[config.mk]
export PLATFORM = sky130hd
export DESIGN_NAME = osm_ctrl
export DESIGN_NICKNAME = d
export VERILOG_FILES = /design/src/rtl/osm_pkg.sv /design/src/rtl/osm_ctrl.sv
export SDC_FILE = /design/constraint.sdc
export NUM_CORES = 1
export LEC_CHECK = 0
export ABC_AREA = 1
export BUFFER_PORTS_ARGS = -buffer_cell sky130_fd_sc_hd__buf_4
export CORE_AREA = 2 2 39 41
export DETAILED_ROUTE_END_ITERATION = 10
export DIE_AREA = 0 0 41 43
export PLACE_DENSITY = 0.35
export SYNTH_ARGS = -nofsm -noshare
export SYNTH_HDL_FRONTEND = slang
export SYNTH_SLANG_ARGS = --single-unit
export TNS_END_PERCENT = 5
[constraint.sdc]
create_clock -name clk -period 0.8 [get_ports clk]
set_input_delay 0.12 -clock clk [delete_from_list [all_inputs] [get_ports clk]]
set_output_delay 0.12 -clock clk [all_outputs]
set_load 0.05 [all_outputs]
[src/rtl/osm_pkg.sv]
// Shared constants, types and control structs for the order-statistic multiset.
`timescale 1ns / 1ps
`default_nettype none
package osm_pkg;

  // Store geometry.
  localparam int CAPACITY = 256;
  localparam int KEY_BITS = 32;
  localparam int IDX_W    = (CAPACITY > 1) ? $clog2(CAPACITY) : 1;
  localparam int CNT_W    = $clog2(CAPACITY + 1);

  // Port widths fixed by the interface.
  localparam int IN_KEY_W  = 32;
  localparam int OUT_KEY_W = 32;
  localparam int RANK_W    = 8;

  typedef logic [KEY_BITS-1:0] key_t;
  typedef logic [CNT_W-1:0]    cnt_t;
  typedef logic [IDX_W-1:0]    idx_t;

  // Request codes.
  localparam logic REQ_INSERT = 1'b0;
  localparam logic REQ_DELETE = 1'b1;

  // Controller states.
  typedef enum logic [0:0] {
    ST_IDLE,
    ST_READ
  } state_t;

  // Commands from the controller to the datapath.
  typedef struct packed {
    logic upd;
    logic load_out;
  } cmd_t;

endpackage
`default_nettype wire

[src/rtl/osm_ctrl.sv]
// Controller state machine: sequences the update and rank-read cycles.
`timescale 1ns / 1ps
`default_nettype none
module osm_ctrl (
  input  wire logic          clk,
  input  wire logic          rst,
  input  wire logic          in_valid,
  output logic               in_ready,
  output logic               out_valid,
  input  wire logic          out_ready,
  output osm_pkg::cmd_t      cmd
);

  osm_pkg::state_t state;
  osm_pkg::state_t state_next;
  logic            out_valid_next;

  // Next state.
  always_comb begin
    state_next = state;
    unique case (state)
      osm_pkg::ST_IDLE: begin
        if (in_valid) state_next = osm_pkg::ST_READ;
      end
      osm_pkg::ST_READ: begin
        if (!out_valid || out_ready) state_next = osm_pkg::ST_IDLE;
      end
      default: state_next = osm_pkg::ST_IDLE;
    endcase
  end

  // Outputs and commands. No word is taken while reset is held.
  always_comb begin
    in_ready     = 1'b0;
    cmd.upd      = 1'b0;
    cmd.load_out = 1'b0;
    unique case (state)
      osm_pkg::ST_IDLE: begin
        in_ready = !rst;
        cmd.upd  = in_valid && !rst;
      end
      osm_pkg::ST_READ: begin
        cmd.load_out = !out_valid || out_ready;
      end
      default: begin
        in_ready = 1'b0;
      end
    endcase
  end

  // The output word stays valid until it is taken.
  always_comb begin
    if (cmd.load_out) begin
      out_valid_next = 1'b1;
    end else if (out_ready) begin
      out_valid_next = 1'b0;
    end else begin
      out_valid_next = out_valid;
    end
  end

  always_ff @(posedge clk) begin
    if (rst) begin
      state     <= osm_pkg::ST_IDLE;
      out_valid <= 1'b0;
    end else begin
      state     <= state_next;
      out_valid <= out_valid_next;
    end
  end

endmodule
`default_nettype wire

==> reports/metrics.cfg <==
[worst_setup_path]
rr_worst_depth = 5
cp_data_arrival_time_ps = 940
worst_path_cell_with_the_longest_stage_delay = dfxtp_2
crit_fanout = 2
rrSetupSlack_ps = -50
timing.critical_path.to_type = output pin
path_class = register to output pin
cp.required_ps = 680
max_stage_delay_ps = 340
cp-startpoint = state
rr_startpoint = state
start_kind = register
r2r_end = state
crit_chain = nor2_4 > nand2_2 > clkinvlp_4 > buf_8
path_depth = 4
crit_end = cmd[1]
worstPathBufferInverterCount = 2
timing.critical_path.max_delay_family = flip-flops

[status]
status = complete, but fails checks
failed_checks = negative setup slack

[synthesis]
synth-seq-cells = 2
post-synth-top-count-cell = nand2_1
netlist_instances = 17
ys.warnings.count = 0
dominantRegCellSynth = dfxtp_1
post_synth.cell_area_avg_um2 = 6.62
share_of_flip_flops_with_an_asynchronous_set_or_reset = 0
synth_area_um2 = 113
netlist_top_cells_count = nand2_1 (5), inv_1 (4), dfxtp_1 (2), nor2_2 (2)
synth.distinct_cells = 8
synth_enable_flop_cells = 0
yosys-top-cells-area = dfxtp_1 (36%), nand2_1 (17%), inv_1 (13%)
post-synth-top-area-cell = dfxtp_1
yosysTopAreaCellShare = 0.356
mappedNetlistNets = 21
seq_area_frac_synth = 0.356

[final_layout]
area_taken_by_multi_input_logic_gates_um2 = 56.3
nFillCells = 155
layout.nets = 37
layout-area-overhead-vs-synth_pct = 139
antenna_cells = 0
drive_above_1_share = 0.806
seq_area_um2 = 42.5
layout.cells.non_filler = 47

[timing]
final.min_clock_period_ps = 1060
final-setup-viol-count = 5
setup-tns-final_ps = -775
achievable-frequency_ghz = 0.946
final_min_period_over_clock_period = 1.32
max_slew_margin = 0.903
fin_hold_ws_ps = 183
setup_slack_ps = -257
worstMarginPinSlew_ps = 147
fin_worst_skew_ps = 0.153
maxSlewViolCount = 0
rsz0062_at_grt = yes
finalHoldViolations = 0

[cts]
cts.root.buffer_cell = clkbuf_4
numClockSinks = 2
tritoncts = built
insertion_delay_ps = 220
cts_buffers = 3
cts.path.max_buffers = 2
cts_max_level = 1
cts.reportedPaths.clkPinSlew_ps = 30

[job]
max_cap_violations = 0

[power_and_ir_drop]
sequentialPowerShare = 0.238
internal_power_uw = 336
p_switching_uw = 144
share_comb_of_total_power = 0.300
worst_case_vdd_ir_drop_mv = 0.289
clock_power_share = 0.461
powerDensity_nw_per_um2 = 1790
power_switching_share = 0.299
power_leakage_uw = 0.000129

[route]
route.vias.total = 138
route.detailed.vias_per_inst = 2.94
drcViolationCount = 0
detailedRoute.firstPassIterationCount = 2
detail_route.wirelength_um = 313
detail-route-antenna-nets = 0
wire_length_per_cell_um = 6.66
dr.first_iter.drc_count = 1

[floorplanning]
core_footprint_um2 = 1380
core.rowCount = 14
floorplan.die.width_um = 41
start_util = 0.0814
design.die.area_um2 = 1760
design.portCount = 8
die_height_um = 43

[global_route]
antenna_violations_before_repair = 0
first_pass_grt_wire_length_um = 469
global_route.usage.total = 0.0531
grt_start_max_net_pins = 4
gr-total-overflow = 0
grt_pass1_vias = 133

[place]
placed_cells = 42
port_buffers = 7
place_congestion = 0.600
detailedPlace.worstSlack_ps = -51.6
detailed_place_hpwl_um = 242

[worst_hold_path]
hold_path_class = input port to register

[metal layers]
metal / GRT usage / share of wire / vias up
li1: - / - / 75
met1: 0.0479 / 0.45 / 53
met2: 0.0438 / 0.35 / 8
met3: 0.0471 / 0.16 / 2
met4: 0.100 / 0.026 / 0
met5: 0 / 0 / -
[how the worst min path moves through the flow]
stage,start,slack [ps],depth (start not counted),endpoint
after detailed placement,in_valid,370,3,state
after CTS,rst,180,4,out_valid
after global placement,in_valid,360,3,state
final,rst,180,4,out_valid
after global routing,rst,200,4,state
after floorplan,in_valid,250,2,state
[worst reg2reg max path, stage by stage, from the launching register on]
cell,delay (ps)
dfxtp_2,320
nor2_4,90
nand2_2,80
buf_4,130
buf_4,120
nand2_1,50
[cell usage in the layout, fill, tap and decap left out]
master	n
buf_4	9
nand2_1	4
clkbuf_4	3
inv_2	2
nor2_4	2
nor2_2	2
inv_1	2
dfxtp_2	2
buf_6	2
nand2_2	1
clkinvlp_4	1
buf_8	1
[sequential cells by signal (all words and copies together) (netlist names)]
signal / flops
out_valid: 1
state: 1
[stage by stage]
stage	utilization	cell area, um^2	total power [uW]
final	0.194	269	480
after global routing	0.194	269	517
after CTS	0.189	262	491
after detailed placement	0.155	214	240
after global placement	0.155	214	238
after floorplan	-	126	193
[repair_timing]
item | CTS | global route
hold buffers | 0 | 0
resized for setup | 6 | 0
setup endpoints to repair | 4 | 6
buffers inserted | 1 | 1
pin swaps | 1 | 1
[power by group through the flow]
stage | sequential [uW] | clock, uW | combinational [uW]
floorplan | 126 | 0 | 67.3
global placement | 115 | 0 | 123
detailed placement | 115 | 0 | 125
CTS | 115 | 235 | 141
global route | 115 | 248 | 153
finish | 114 | 222 | 144
[area by class of cell]
type | instances | share of cell area
repair buffers | 12 | 0.391
clock buffers | 3 | 0.0837
flip-flops and latches | 2 | 0.158
well taps | 16 | 0.0744
multi-input cells | 9 | 0.209
inverters | 5 | 0.0837
[cell families after synthesis]
family	share of synthesized area
flops	0.356
simple gates	0.411
buf+inv	0.233
Power figures use the tool's default switching activity.
